**config.mk**
```make
export PLATFORM = sky130hd
export DESIGN_NAME = digitizer_event_unpacker_unit
export DESIGN_NICKNAME = d
export VERILOG_FILES = /design/src/hdl/deu_pkg.sv /design/src/hdl/deu_lane.sv /design/src/hdl/deu_parse.sv /design/src/hdl/deu_merge.sv /design/src/hdl/digitizer_event_unpacker_unit.sv
export SDC_FILE = /design/constraint.sdc
export NUM_CORES = 1
export LEC_CHECK = 0
export BUFFER_PORTS_ARGS = -buffer_cell sky130_fd_sc_hd__buf_2
export CORE_ASPECT_RATIO = 0.8
export CORE_MARGIN = 1
export CORE_UTILIZATION = 30
export DETAILED_ROUTE_END_ITERATION = 16
export GPL_ROUTABILITY_DRIVEN = 0
export MAX_ROUTING_LAYER = met4
export PLACE_DENSITY = 0.54
export SYNTH_ARGS = -nofsm -noshare
export SYNTH_HDL_FRONTEND = slang
export SYNTH_SLANG_ARGS = --single-unit
```
**constraint.sdc**
```tcl
create_clock -name clock -period 29.8 [get_ports clock]
set_input_delay 1.49 -clock clock [delete_from_list [all_inputs] [get_ports clock]]
set_output_delay 1.49 -clock clock [all_outputs]
set_load 0.02 [all_outputs]
```
**src/hdl/deu_pkg.sv**
```systemverilog
package deu_pkg;

   localparam int WORD_W     = 32;
   localparam int SAMPLE_W   = 10;
   localparam int LANES      = 3;
   localparam int LANE_W     = 2;
   localparam int CNT_W      = 12;
   localparam int THIRD_W    = 11;
   localparam int SIZE_W     = 28;
   localparam int EVC_W      = 24;
   localparam int TS_W       = 32;
   localparam int CH_W       = 3;
   localparam int MASK_W     = 8;
   localparam int NCH_W      = 4;
   localparam int PROD_W     = 15;
   localparam int RSP_DATA_W = 88;
   localparam int RSP_PAD_W  = RSP_DATA_W - (CH_W + CNT_W + SAMPLE_W + EVC_W + TS_W);

   localparam logic [3:0]        SIGNATURE   = 4'hA;
   localparam logic              KIND_SAMPLE = 1'b0;
   localparam logic              KIND_ERROR  = 1'b1;
   localparam logic [SIZE_W-1:0] HEADER_LEN  = 28'd4;

   typedef enum logic [2:0] {
      ST_DROP,
      ST_MASK,
      ST_COUNT,
      ST_TIME,
      ST_DATA
   } state_type;

   typedef struct packed {
      logic                kind;
      logic                last;
      logic [CH_W-1:0]     channel;
      logic [CNT_W-1:0]    index;
      logic [SAMPLE_W-1:0] value;
      logic [EVC_W-1:0]    event_count;
      logic [TS_W-1:0]     timestamp;
   } res_type;

   typedef struct packed {
      logic             emit_err;
      logic             emit_data;
      logic             done;
      logic [CH_W-1:0]  channel;
      logic [CNT_W-1:0] counter;
      logic [EVC_W-1:0] event_count;
      logic [TS_W-1:0]  timestamp;
   } ctl_type;

   function automatic logic [NCH_W-1:0] popcount8(input logic [MASK_W-1:0] m);
      logic [NCH_W-1:0] n;
      n = '0;
      for (int c = 0; c < MASK_W; c++) begin
         n = n + NCH_W'(m[c]);
      end
      return n;
   endfunction

   // msb set when no channel at or above from is enabled
   function automatic logic [CH_W:0] first_set(input logic [MASK_W-1:0] m,
                                               input logic [CH_W:0] from);
      logic [CH_W:0] r;
      r = {1'b1, {CH_W{1'b0}}};
      for (int c = MASK_W - 1; c >= 0; c--) begin
         if (m[c] && (CH_W+1)'(c) >= from) begin
            r = (CH_W+1)'(c);
         end
      end
      return r;
   endfunction

endpackage

```
**src/hdl/deu_lane.sv**
```systemverilog
module deu_lane (
   input  logic [deu_pkg::WORD_W-1:0] word,
   input  logic [deu_pkg::LANE_W-1:0] lane,
   input  deu_pkg::ctl_type           ctl,
   output deu_pkg::res_type           res
);
   import deu_pkg::*;

   logic [WORD_W-1:0] shifted;

   assign shifted = word >> (SAMPLE_W * int'(lane));

   always_comb begin
      res.kind        = KIND_SAMPLE;
      res.last        = ctl.done && (lane == LANE_W'(LANES - 1));
      res.channel     = ctl.channel;
      res.index       = ctl.counter + CNT_W'(lane);
      res.value       = shifted[SAMPLE_W-1:0];
      res.event_count = ctl.event_count;
      res.timestamp   = ctl.timestamp;
   end

endmodule

```
**src/hdl/deu_parse.sv**
```systemverilog
module deu_parse (
   input  logic                        clock,
   input  logic                        reset,
   input  logic                        accept,
   input  logic [deu_pkg::WORD_W-1:0]  word,
   input  logic                        first,
   input  logic [deu_pkg::MASK_W-1:0]  ch_bits,
   input  logic [deu_pkg::CNT_W-1:0]   spc,
   input  logic [deu_pkg::THIRD_W-1:0] spc_third,
   input  logic                        spc_good,
   output deu_pkg::ctl_type            ctl
);
   import deu_pkg::*;

   state_type          state_ff, state_in;
   logic [MASK_W-1:0]  mask_ff, mask_in;
   logic [SIZE_W-1:0]  size_ff, size_in;
   logic [CH_W-1:0]    chan_ff, chan_in;
   logic [CNT_W-1:0]   cnt_ff, cnt_in;
   logic [EVC_W-1:0]   evc_ff, evc_in;
   logic [TS_W-1:0]    ts_ff, ts_in;

   logic               sig_ok;
   logic [MASK_W-1:0]  mask_w;
   logic [NCH_W-1:0]   nch;
   logic [SIZE_W-1:0]  span;
   logic [PROD_W-1:0]  lo;
   logic [PROD_W-1:0]  hi;
   logic               size_ok;
   logic               wrap;
   logic [CH_W:0]      nxt;
   logic [CH_W:0]      head;
   logic               done;

   assign sig_ok  = (word[WORD_W-1 -: 4] == SIGNATURE);
   assign mask_w  = word[MASK_W-1:0] & ch_bits;
   assign nch     = popcount8(mask_w);
   assign span    = size_ff - HEADER_LEN;
   assign lo      = PROD_W'(spc_third) * PROD_W'(nch);
   assign hi      = lo + PROD_W'(nch);
   assign size_ok = (nch != '0) && (size_ff >= HEADER_LEN) && spc_good
                    && (span >= SIZE_W'(lo)) && (span < SIZE_W'(hi));

   assign wrap = ((CNT_W+1)'(cnt_ff) + (CNT_W+1)'(LANES)) >= (CNT_W+1)'(spc);
   assign nxt  = first_set(mask_ff, (CH_W+1)'(chan_ff) + (CH_W+1)'(1));
   assign head = first_set(mask_ff, '0);
   assign done = wrap && nxt[CH_W];

   // next state
   always_comb begin
      state_in = state_ff;
      if (accept) begin
         if (first) begin
            state_in = sig_ok ? ST_MASK : ST_DROP;
         end else begin
            case (state_ff)
               ST_MASK:  state_in = size_ok ? ST_COUNT : ST_DROP;
               ST_COUNT: state_in = ST_TIME;
               ST_TIME:  state_in = ST_DATA;
               ST_DATA:  state_in = done ? ST_DROP : ST_DATA;
               default:  state_in = ST_DROP;
            endcase
         end
      end
   end

   // outputs and event registers
   always_comb begin
      mask_in         = mask_ff;
      size_in         = size_ff;
      chan_in         = chan_ff;
      cnt_in          = cnt_ff;
      evc_in          = evc_ff;
      ts_in           = ts_ff;
      ctl.emit_err    = 1'b0;
      ctl.emit_data   = 1'b0;
      ctl.done        = done;
      ctl.channel     = chan_ff;
      ctl.counter     = cnt_ff;
      ctl.event_count = evc_ff;
      ctl.timestamp   = ts_ff;
      if (accept) begin
         if (first) begin
            if (sig_ok) begin
               size_in = word[SIZE_W-1:0];
            end else begin
               ctl.emit_err = 1'b1;
            end
         end else begin
            case (state_ff)
               ST_MASK: begin
                  mask_in      = mask_w;
                  ctl.emit_err = !size_ok;
               end
               ST_COUNT: begin
                  evc_in = word[EVC_W-1:0];
               end
               ST_TIME: begin
                  ts_in   = word;
                  chan_in = head[CH_W-1:0];
                  cnt_in  = '0;
               end
               ST_DATA: begin
                  ctl.emit_data = 1'b1;
                  if (wrap && !done) begin
                     chan_in = nxt[CH_W-1:0];
                     cnt_in  = '0;
                  end else if (!wrap) begin
                     cnt_in = cnt_ff + CNT_W'(LANES);
                  end
               end
               default: begin
               end
            endcase
         end
      end
   end

   always_ff @(posedge clock) begin
      if (reset) begin
         state_ff <= ST_DROP;
      end else begin
         state_ff <= state_in;
      end
   end

   always_ff @(posedge clock) begin
      mask_ff <= mask_in;
      size_ff <= size_in;
      chan_ff <= chan_in;
      cnt_ff  <= cnt_in;
      evc_ff  <= evc_in;
      ts_ff   <= ts_in;
   end

endmodule

```
**src/hdl/deu_merge.sv**
```systemverilog
module deu_merge (
   input  logic             clock,
   input  logic             reset,
   input  logic             load,
   input  logic             load_err,
   input  deu_pkg::res_type lane_res [deu_pkg::LANES],
   input  logic             rsp_ready,
   output logic             rsp_valid,
   output deu_pkg::res_type rsp_res,
   output logic             take_ready
);
   import deu_pkg::*;

   res_type           res_ff [LANES];
   res_type           res_in [LANES];
   logic [LANE_W-1:0] left_ff, left_in;
   logic [LANE_W-1:0] ptr_ff, ptr_in;
   logic              pop;
   res_type           err_res;

   assign rsp_valid  = (left_ff != '0);
   assign rsp_res    = res_ff[ptr_ff];
   assign pop        = rsp_valid && rsp_ready;
   assign take_ready = (left_ff == '0) || (left_ff == LANE_W'(1) && rsp_ready);

   always_comb begin
      err_res      = '0;
      err_res.kind = KIND_ERROR;
      err_res.last = 1'b1;
   end

   always_comb begin
      res_in  = res_ff;
      left_in = left_ff;
      ptr_in  = ptr_ff;
      if (pop) begin
         left_in = left_ff - LANE_W'(1);
         ptr_in  = ptr_ff + LANE_W'(1);
      end
      if (load) begin
         ptr_in = '0;
         if (load_err) begin
            res_in[0] = err_res;
            left_in   = LANE_W'(1);
         end else begin
            res_in  = lane_res;
            left_in = LANE_W'(LANES);
         end
      end
   end

   always_ff @(posedge clock) begin
      if (reset) begin
         left_ff <= '0;
         ptr_ff  <= '0;
      end else begin
         left_ff <= left_in;
         ptr_ff  <= ptr_in;
      end
   end

   always_ff @(posedge clock) begin
      res_ff <= res_in;
   end

endmodule

```
**src/hdl/digitizer_event_unpacker_unit.sv**
```systemverilog
// Digitizer event unpacker. Takes a digitizer event one 32-bit word at a time on req_;
// req_tuser marks header word 0 (signature 0xA in bits 31..28, event size in bits
// 27..0), followed by the channel mask, the event count and the timestamp. Each data
// word is split by three sample lanes into three 10-bit samples, tagged with channel,
// index, event count and timestamp, and sent as three rsp_ words, one per cycle
// while rsp_tready is high; the final sample of an event has rsp_tlast set. A bad
// signature, an empty mask or a size that does not match csr_wdata samples per
// channel gives one error word (rsp_tuser high, rsp_tlast high, payload zero), and
// words are then dropped until the next header word 0. A data word fills the
// three-entry result buffer, which drains one word per cycle while rsp_tready is
// high; a word is taken whenever that buffer is empty or sending its final entry.
module digitizer_event_unpacker_unit #(
   parameter int CHANNEL_COUNT = 8,
   parameter int MAX_SAMPLES   = 4095
) (
   input  logic                            clock,
   input  logic                            reset,
   input  logic                            req_tvalid,
   output logic                            req_tready,
   input  logic [deu_pkg::WORD_W-1:0]      req_tdata,  // word
   input  logic                            req_tuser,  // first_word
   output logic                            rsp_tvalid,
   input  logic                            rsp_tready,
   // channel, sample_index, sample_value, event_count, timestamp, zero pad
   output logic [deu_pkg::RSP_DATA_W-1:0]  rsp_tdata,
   output logic                            rsp_tuser,  // kind
   output logic                            rsp_tlast,
   input  logic                            csr_we,
   input  logic [deu_pkg::CNT_W-1:0]       csr_wdata
);
   import deu_pkg::*;

   localparam int MAX_BITS = $clog2(MAX_SAMPLES + 1);
   localparam int CMP_W    = (MAX_BITS > CNT_W) ? MAX_BITS : CNT_W;
   localparam logic [MASK_W-1:0] CH_BITS =
      MASK_W'(((MASK_W+1)'(1) << CHANNEL_COUNT) - (MASK_W+1)'(1));

   logic [CNT_W-1:0]   spc_ff, spc_in;
   logic [THIRD_W-1:0] third_ff, third_in;
   logic               good_ff, good_in;
   logic [CNT_W+THIRD_W+1:0] recip;
   logic [CNT_W-1:0]   rem;

   logic    req_accept;
   ctl_type ctl;
   res_type lane_res [LANES];
   res_type rsp_res;

   // samples per channel over three by reciprocal multiply
   assign recip    = (CNT_W+THIRD_W+2)'(csr_wdata) * (CNT_W+THIRD_W+2)'(2731);
   assign third_in = recip[CNT_W+THIRD_W -: THIRD_W];
   assign rem      = csr_wdata - CNT_W'(third_in * CNT_W'(LANES));
   assign good_in  = (rem == '0) && (csr_wdata != '0)
                     && (CMP_W'(csr_wdata) <= CMP_W'(MAX_SAMPLES));
   assign spc_in   = csr_wdata;

   always_ff @(posedge clock) begin
      if (reset) begin
         spc_ff   <= CNT_W'(LANES);
         third_ff <= THIRD_W'(1);
         good_ff  <= 1'b1;
      end else if (csr_we) begin
         spc_ff   <= spc_in;
         third_ff <= third_in;
         good_ff  <= good_in;
      end
   end

   assign req_accept = req_tvalid && req_tready;

   deu_parse u_parse (
      .clock     (clock),
      .reset     (reset),
      .accept    (req_accept),
      .word      (req_tdata),
      .first     (req_tuser),
      .ch_bits   (CH_BITS),
      .spc       (spc_ff),
      .spc_third (third_ff),
      .spc_good  (good_ff),
      .ctl       (ctl)
   );

   for (genvar i = 0; i < LANES; i++) begin : g_lane
      deu_lane u_lane (
         .word (req_tdata),
         .lane (LANE_W'(i)),
         .ctl  (ctl),
         .res  (lane_res[i])
      );
   end

   deu_merge u_merge (
      .clock      (clock),
      .reset      (reset),
      .load       (req_accept && (ctl.emit_err || ctl.emit_data)),
      .load_err   (ctl.emit_err),
      .lane_res   (lane_res),
      .rsp_ready  (rsp_tready),
      .rsp_valid  (rsp_tvalid),
      .rsp_res    (rsp_res),
      .take_ready (req_tready)
   );

   assign rsp_tdata = {RSP_PAD_W'(0), rsp_res.timestamp, rsp_res.event_count,
                       rsp_res.value, rsp_res.index, rsp_res.channel};
   assign rsp_tuser = rsp_res.kind;
   assign rsp_tlast = rsp_res.last;

   a_err_word: assert property (@(posedge clock) disable iff (reset)
      req_accept && ctl.emit_err |=> rsp_tvalid && rsp_tuser == KIND_ERROR && rsp_tlast)
      else $error("error word not presented after format error");

   a_data_word: assert property (@(posedge clock) disable iff (reset)
      req_accept && ctl.emit_data |=>
         rsp_tvalid && rsp_tuser == KIND_SAMPLE && rsp_res.index == $past(ctl.counter))
      else $error("first sample of data word missing or misindexed");

   a_err_payload: assert property (@(posedge clock) disable iff (reset)
      rsp_tvalid && rsp_tuser == KIND_ERROR |-> rsp_tdata == '0 && rsp_tlast)
      else $error("error word carries payload");

   a_no_overrun: assert property (@(posedge clock) disable iff (reset)
      req_accept && ctl.emit_data |-> !rsp_tvalid || (rsp_tready && req_tready))
      else $error("data word loaded over pending results");

endmodule

```
==> metrics.yaml, run 1 <==
run_status:
  status: "finished clean"
clock_tree:
  insertion_delay_ns: 0.53
  cts_htree_levels: 2
  cts_setup_buffers: 0
  numClockSinks: 324
  cts_buffers: 36
  cts_resized: 0
  root_buffer: "clkbuf_16"
  cts_tree: "built"
  max-clock-path-buffers: 3
  cts_hold_buf: 0
  clkTransAtPathRegs_ns: 0.06
worst_hold_path:
  hold_start: "u_parse.ts_ff[25]"
  hp-class: "flop to flop"
  min_path_cells: 0
  hold_path_end: "u_merge.res_ff[25]"
floorplan:
  die_h_um: 232.6
  dieWidth_um: 290.2
  initial_utilization: 0.3036
  fp.coreArea_mm2: 0.06569
  rows: 84
  dieArea_mm2: 0.06751
  boundaryPins: 142
pwr:
  vdd_drop_max_mv: 0.1450
  leakage_uw: 0.008821
  power_density_mw_per_mm2: 94.29
run:
  cap_violations: 0
sta:
  clock.fmax_ghz: 0.09701
  worstMarginPinSlew_ns: 1.239
  skew_ns: 0.02296
  slew_headroom: 0.1737
  post-route-period-util: 0.3459
  tns_ns: 0
  rsz0062_at_grt: "no"
  slew_viol_final: 0
  hold_violations: 0
  setup_viol: 0
  post-route-min-period_ns: 10.31
layout:
  stdcell_count: 2768
  drive_gt1_frac: 0.1102
  nNetsFinal: 2181
  areaGrowthSynthToFinish_pct: 13.18
worst_setup_path:
  cp.buffers_inverters: 5
  r2r_start: "third_ff[0]"
  cp-startpoint: "req_tdata[0]"
  reg2reg_slack_ns: 22.80
  rr_endpoint: "u_merge.res_ff[203]"
  cp.required_ns: 29.95
  worst_setup_path_end_kind: "flop"
  ff2ff_path_depth: 21
  cpMaxStageDelayCell: "nor4b_1"
  crit_path_frequent_cell: "fa_1"
  worstPathMaxFanout: 66
  worstPathArrival_ns: 10.46
  cp_slowest_stage_delay_ns: 0.87
  criticalPathCategory: "primary input to flop"
  cp-start-kind: "primary input"
  crit_family: "adder cells"
global_routing:
  grt_overflow: 0
  grtUsageTotal: 0.1463
  antenna_found_initial: 2
  grt_max_degree: 87
  grt_pass1_vias: 13240
  grt_pass1_wl_um: 75310
placement:
  port_buffers: 134
  dp_hpwl_um: 33880
  dp.cells: 2707
synth:
  synth_ff_type: "edfxtp_1"
  ys_seq_area_frac: 0.4724
  yosys_warnings: 0
  syn_area_mm2: 0.01994
  synthCells: 1768
  ys_types: 67
  synth-edff-count: 293
  avgSynthCellArea_um2: 11.28
  synthArstFlopShare: 0
  ys_ff_latch: 324
routing:
  drt_iter0_markers: 824
  vias: 13280
  drt_pass1_iterations: 7
  drc: 0
  drt_wl_total_um: 48340
  postRouteAntennaNets: 0
  routed_via_density: 4.796
  wire_per_inst_um: 17.46
## final cells by class
cell class                      instances  area (um2)
Timing Repair Buffer                  146       760.7
Sequential cell                       324        9424
Clock inverter                         14       108.9
Antenna cell                            2       5.005
Inverter                              188       705.7
Clock buffer                           45       934.6
Multi-Input combinational cell       1189        9554
Fill cell                            6520       43120
Tap cell                              860        1076
## cell usage after synthesis (4+ instances only)
cell | n | area [um2]
edfxtp_1 | 293 | 8798
inv_1 | 188 | 705.7
ha_1 | 173 | 2165
nand2_1 | 150 | 563.0
o21ai_0 | 119 | 595.6
nor2b_1 | 104 | 650.6
mux2i_1 | 102 | 1021
fa_1 | 73 | 1461
nor2_1 | 70 | 262.8
clkbuf_1 | 56 | 210.2
xnor2_1 | 45 | 394.1
a21oi_1 | 42 | 210.2
dfxtp_1 | 31 | 620.6
xor2_1 | 31 | 271.5
nor3_1 | 28 | 140.1
and2_1 | 25 | 156.4
nand3_1 | 24 | 120.1
a21o_1 | 23 | 172.7
nand2b_1 | 15 | 93.84
nand4_1 | 15 | 93.84
a211oi_1 | 12 | 90.09
nor4_1 | 11 | 68.82
o211ai_1 | 10 | 75.07
and3_1 | 9 | 56.30
a31oi_1 | 7 | 43.79
buf_4 | 7 | 52.55
or3_1 | 7 | 43.79
a2111oi_0 | 6 | 52.55
buf_1 | 6 | 22.52
o21bai_1 | 6 | 45.04
nor4b_1 | 5 | 43.79
o21a_1 | 5 | 37.54
or2_2 | 5 | 31.28
and4_1 | 4 | 35.03
nor3b_1 | 4 | 30.03
o22ai_1 | 4 | 25.02
or4_1 | 4 | 30.03
## worst reg2reg max path: cells and delay by family (launching register included)
family | cells | cell delay, ns
AND/OR/NAND/NOR | 11 | 2.93
flip-flops | 1 | 0.51
XOR/XNOR | 1 | 0.08
adder cells (fa/ha/maj) | 4 | 1.58
AO/OA/AOI/OAI | 3 | 0.95
buffers and inverters | 2 | 0.53
## power by group
part / switching [uW] / internal [uW] / leakage [uW]
clock: 178 / 231 / 0.000507
combinational: 711 / 482 / 0.00541
sequential: 14.2 / 512 / 0.00290
## routing by layer
metal / vias to the layer above / track usage / share of wire
met5: - / - / 0
met4: 0 / 0.02992 / 0.016
met3: 54 / 0.02541 / 0.047
met2: 273 / 0.2298 / 0.45
met1: 6510 / 0.1979 / 0.48
li1: 6438 / - / -
## stage by stage
stage          worst slack (ns)  power (uW)  hold WS [ns]    util  cell area, um2
6_report                  19.49        2128        0.4210  0.3436           22570
5_1_grt                   18.94        2303        0.4444  0.3436           22570
4_1_cts                   19.47        2138        0.4281  0.3435           22560
3_5_place_dp              18.99        1723        0.4237  0.3276           21520
3_3_place_gp              19.01        1687        0.4201  0.3276           21520
2_1_floorplan             19.06        1438        0.4180       -           19960
## kinds of logic (layout without fill, tap and decap cells)
kind of cell    count (synthesis)  after routing  share of synthesized area
simple gates                  491            491                     0.1268
flops                         324            324                     0.4724
compound gates                267            267                    0.08289
buf+inv                       261            393                    0.05133
fa+ha+maj                     246            246                     0.1818
mux                           102            102                    0.05120
xor+xnor                       76             76                    0.03338
other cells                     1              9                  0.0001881
## worst max path at each step
stage	to	slack [ns]	depth (start not counted)
after floorplan	u_merge.res_ff[166]	19.06	29
final	u_merge.res_ff[203]	19.49	29
after detailed placement	u_merge.res_ff[202]	18.99	29
after CTS	u_merge.res_ff[203]	19.47	29
after global placement	u_merge.res_ff[206]	19.01	29
after global routing	u_merge.res_ff[203]	18.94	29
## cell usage in the layout, fill, tap and decap left out, drive strengths merged, types with 4 or more instances in the layout
master / instances
o21ai: 119
and4: 4
nor3: 28
o21bai: 6
or3: 7
nand2b: 15
o211ai: 11
mux2i: 102
a2111oi: 6
nor4b: 5
nor2b: 104
nor2: 70
and2: 25
inv: 190
o21a: 5
fa: 73
or4: 5
ha: 173
nand4: 15
a21oi: 42
a31oi: 8
or2: 6
a21o: 23
nand3: 24
dfxtp: 31
buf: 146
conb: 7
o22ai: 4
clkinv: 11
a211oi: 12
xor2: 31
nor4: 14
nand2: 150
nor3b: 4
clkbuf: 45
edfxtp: 293
and3: 9
xnor2: 45
## flip-flops by register name, summed over array words and instances, names as in the netlist
| register | count |
|---|---|
| u_parse.state_ff | 3 |
| u_parse.chan_ff | 3 |
| u_merge.res_ff | 186 |
| u_merge.ptr_ff | 2 |
| good_ff | 1 |
| u_parse.cnt_ff | 12 |
| u_parse.evc_ff | 24 |
| u_parse.ts_ff | 32 |
| third_ff | 11 |
| spc_ff | 12 |
| u_parse.size_ff | 28 |
| u_parse.mask_ff | 8 |
| u_merge.left_ff | 2 |
(Power assumes the default switching activity.)
==> inputs of run 2 (changes only) <==
--- a/config.mk
+++ b/config.mk
@@ -5,6 +5,7 @@
 export SDC_FILE = /design/constraint.sdc
 export NUM_CORES = 1
 export LEC_CHECK = 0
+export ABC_AREA = 1
 export BUFFER_PORTS_ARGS = -buffer_cell sky130_fd_sc_hd__buf_2
 export CORE_ASPECT_RATIO = 0.8
 export CORE_MARGIN = 1
==> constraint.sdc (replaced) <==
create_clock -name clock -period 10.4 [get_ports clock]
set_input_delay 0.52 -clock clock [delete_from_list [all_inputs] [get_ports clock]]
set_output_delay 0.52 -clock clock [all_outputs]
set_load 0.02 [all_outputs]
==> run 2 against run 1 <==
Sequential share of layout area is 1.7 points lower; synthesized area is 3.7% higher; critical path depth rose by 7; cell area grew 4.2%; via count grew 10%.
==> metrics.yaml, run 2 <==
sta:
  rsz0062_at_grt: "no"
  clock.fmax_ghz: 0.1182
  slew_headroom: 0.3233
  worstMarginPinSlew_ns: 1.015
  hold_violations: 0
  slew_viol_final: 0
  post-route-period-util: 0.8132
  holdWs_ns: 0.1749
  tns_ns: 0
  post-route-min-period_ns: 8.458
  setup_viol: 0
  skew_ns: 0.02617
worst_setup_path:
  reg2reg_slack_ns: 4.43
  cp-start-kind: "primary input"
  ff2ff_path_depth: 26
  worst_setup_path_end_kind: "flop"
  criticalPathCategory: "primary input to flop"
  r2r_start: "third_ff[0]"
  cp_slowest_stage_delay_ns: 0.56
  cpMaxStageDelayCell: "inv_6"
  rr_endpoint: "u_merge.res_ff[170]"
  worstPathArrival_ns: 8.76
  worstPathMaxFanout: 43
  cp.required_ns: 10.70
layout:
  largest_reg_flops: 186
  multi_input_area_mm2: 0.009538
  layout_commonest_cell: "inv_1"
  fin_util: 0.3471
  nNetsFinal: 2542
  seqCellArea_mm2: 0.009419
  areaGrowthSynthToFinish_pct: 13.70
  mostFrequentLayoutCells: "365 x inv_1, 343 x nand2_1, 293 x edfxtp_1"
  drive_gt1_frac: 0.1391
  largest-register: "u_merge.res_ff"
  fill_cells: 6852
  reg_top3: "u_merge.res_ff: 186 flops, u_parse.ts_ff: 32 flops, u_parse.size_ff: 28 flops"
  stdcell_count: 3186
clock_tree:
  insertion_delay_ns: 0.55
  numClockSinks: 324
  root_buffer: "clkbuf_16"
  cts_buffers: 37
  cts_htree_levels: 2
  cts_tree: "built"
  clkTransAtPathRegs_ns: 0.06
  cts_resized: 0
  cts_hold_buf: 0
  max-clock-path-buffers: 3
  cts_setup_buffers: 0
routing:
  wire_per_inst_um: 15.97
  drt_pass1_iterations: 8
  vias: 14650
  drc: 0
  routed_via_density: 4.597
  postRouteAntennaNets: 0
  drt_iter0_markers: 996
  drt_wl_total_um: 50890
global_routing:
  antenna_found_initial: 2
  grtUsageTotal: 0.1498
  grt_overflow: 0
  grt_max_degree: 83
  grt_pass1_vias: 14300
  grt_pass1_wl_um: 79760
synth:
  yosys_warnings: 0
  synth_top_cells_by_area: "edfxtp_1 43%, ha_1 11%, fa_1 7.1%, inv_1 6.7%, nand2_1 6.2%"
  synth_largest_area_cell: "edfxtp_1"
  synth_top_area_frac: 0.4255
  ys_seq_area_frac: 0.4555
  avgSynthCellArea_um2: 9.800
  yosysMostFrequentCell: "inv_1"
  synth_common_cells: "367 x inv_1, 344 x nand2_1, 293 x edfxtp_1"
  synthArstFlopShare: 0
  ys_types: 48
  synth_ff_type: "edfxtp_1"
  syn_area_mm2: 0.02068
  synthCells: 2110
  synth-edff-count: 293
  ys_ff_latch: 324
pwr:
  vdd_drop_max_mv: 0.4730
  power_density_mw_per_mm2: 278.6
  power_uw: 6551
  leakage_uw: 0.01031
floorplan:
  dieWidth_um: 295.5
  dieArea_mm2: 0.06999
  fp.coreArea_mm2: 0.06775
  boundaryPins: 142
  initial_utilization: 0.3052
  rows: 85
  die_h_um: 236.8
worst_hold_path:
  hp-class: "primary input to flop"
  hold_path_end: "u_parse.ts_ff[30]"
  hold_start: "req_tdata[30]"
  min_path_cells: 1
run_status:
  status: "finished clean"
run:
  cap_violations: 0
placement:
  port_buffers: 134
  dp.cells: 3119
  dp_hpwl_um: 36710
## run 2: changes by cell type in the layout (fill, tap and decap cells not counted), moves of 27 or more
cell,change
nor2_4,+72
nand3_1,+131
inv_1,+177
nand2_1,+193
mux2i_1,-102
nor2_1,+82
nor2b_1,-103
a21oi_1,+36
xor2_1,+27
## run 2: cells by family after synthesis
| group | Yosys count | share of synthesized area |
|---|---|---|
| compound gates | 231 | 0.06081 |
| xor+xnor | 80 | 0.03425 |
| fa+ha+maj | 247 | 0.1760 |
| buf+inv | 434 | 0.08640 |
| flops | 324 | 0.4555 |
| mux | 1 | 0.0005445 |
| other cells | 1 | 0.0001813 |
| simple gates | 792 | 0.1864 |
## run 2: how the worst max path moves through the flow
stage | start | to | slack (ns) | cells past startpoint
2_1_floorplan | req_tdata[0] | u_merge.res_ff[166] | 1.27 | 33
3_3_place_gp | req_tdata[0] | u_merge.res_ff[222] | 1.57 | 38
3_5_place_dp | req_tdata[0] | u_merge.res_ff[223] | 1.44 | 36
4_1_cts | req_tdata[0] | u_merge.res_ff[170] | 2.02 | 36
5_1_grt | req_tdata[0] | u_merge.res_ff[223] | 1.45 | 37
6_report | req_tdata[0] | u_merge.res_ff[170] | 1.94 | 36
## run 2: area by class of cell
type	instances	share of cell area
multi-input cells	1358	0.4057
flip-flops and latches	324	0.4006
inverters	372	0.05960
well taps	913	0.04859
clock buffers	43	0.04209
repair buffers	152	0.03587
clock inverters	23	0.007450
diodes	1	0.0001064
## run 2: where the power goes
part / switching [uW] / internal (uW) / total (uW)
Sequential: 24.8 / 1470 / 1490
Clock: 526 / 732 / 1260
Combinational: 2360 / 1450 / 3800
## run 2: through the flow
step | area [um2] | setup WS [ns]
5_1_grt | 23510 | 1.447
3_5_place_dp | 22340 | 1.436
6_report | 23510 | 1.942
2_1_floorplan | 20700 | 1.273
4_1_cts | 23510 | 2.015
3_3_place_gp | 22340 | 1.572
## run 2: worst max-delay path, delay by kind of cell
kind | cells | cell delay (ns)
adder cells (fa/ha/maj) | 10 | 3.90
AO/OA/AOI/OAI | 2 | 0.38
XOR/XNOR | 2 | 0.58
AND/OR/NAND/NOR | 15 | 1.65
buffers and inverters | 7 | 1.67
## run 2: per-layer routing
layer	vias to the layer above	global-route usage	share of wire	wire, um
li1	7181	-	-	-
met2	311	0.2342	0.46	23380
met1	7103	0.2048	0.48	24340
met5	-	-	0	0
met4	0	0.03470	0.015	760
met3	51	0.02093	0.047	2406
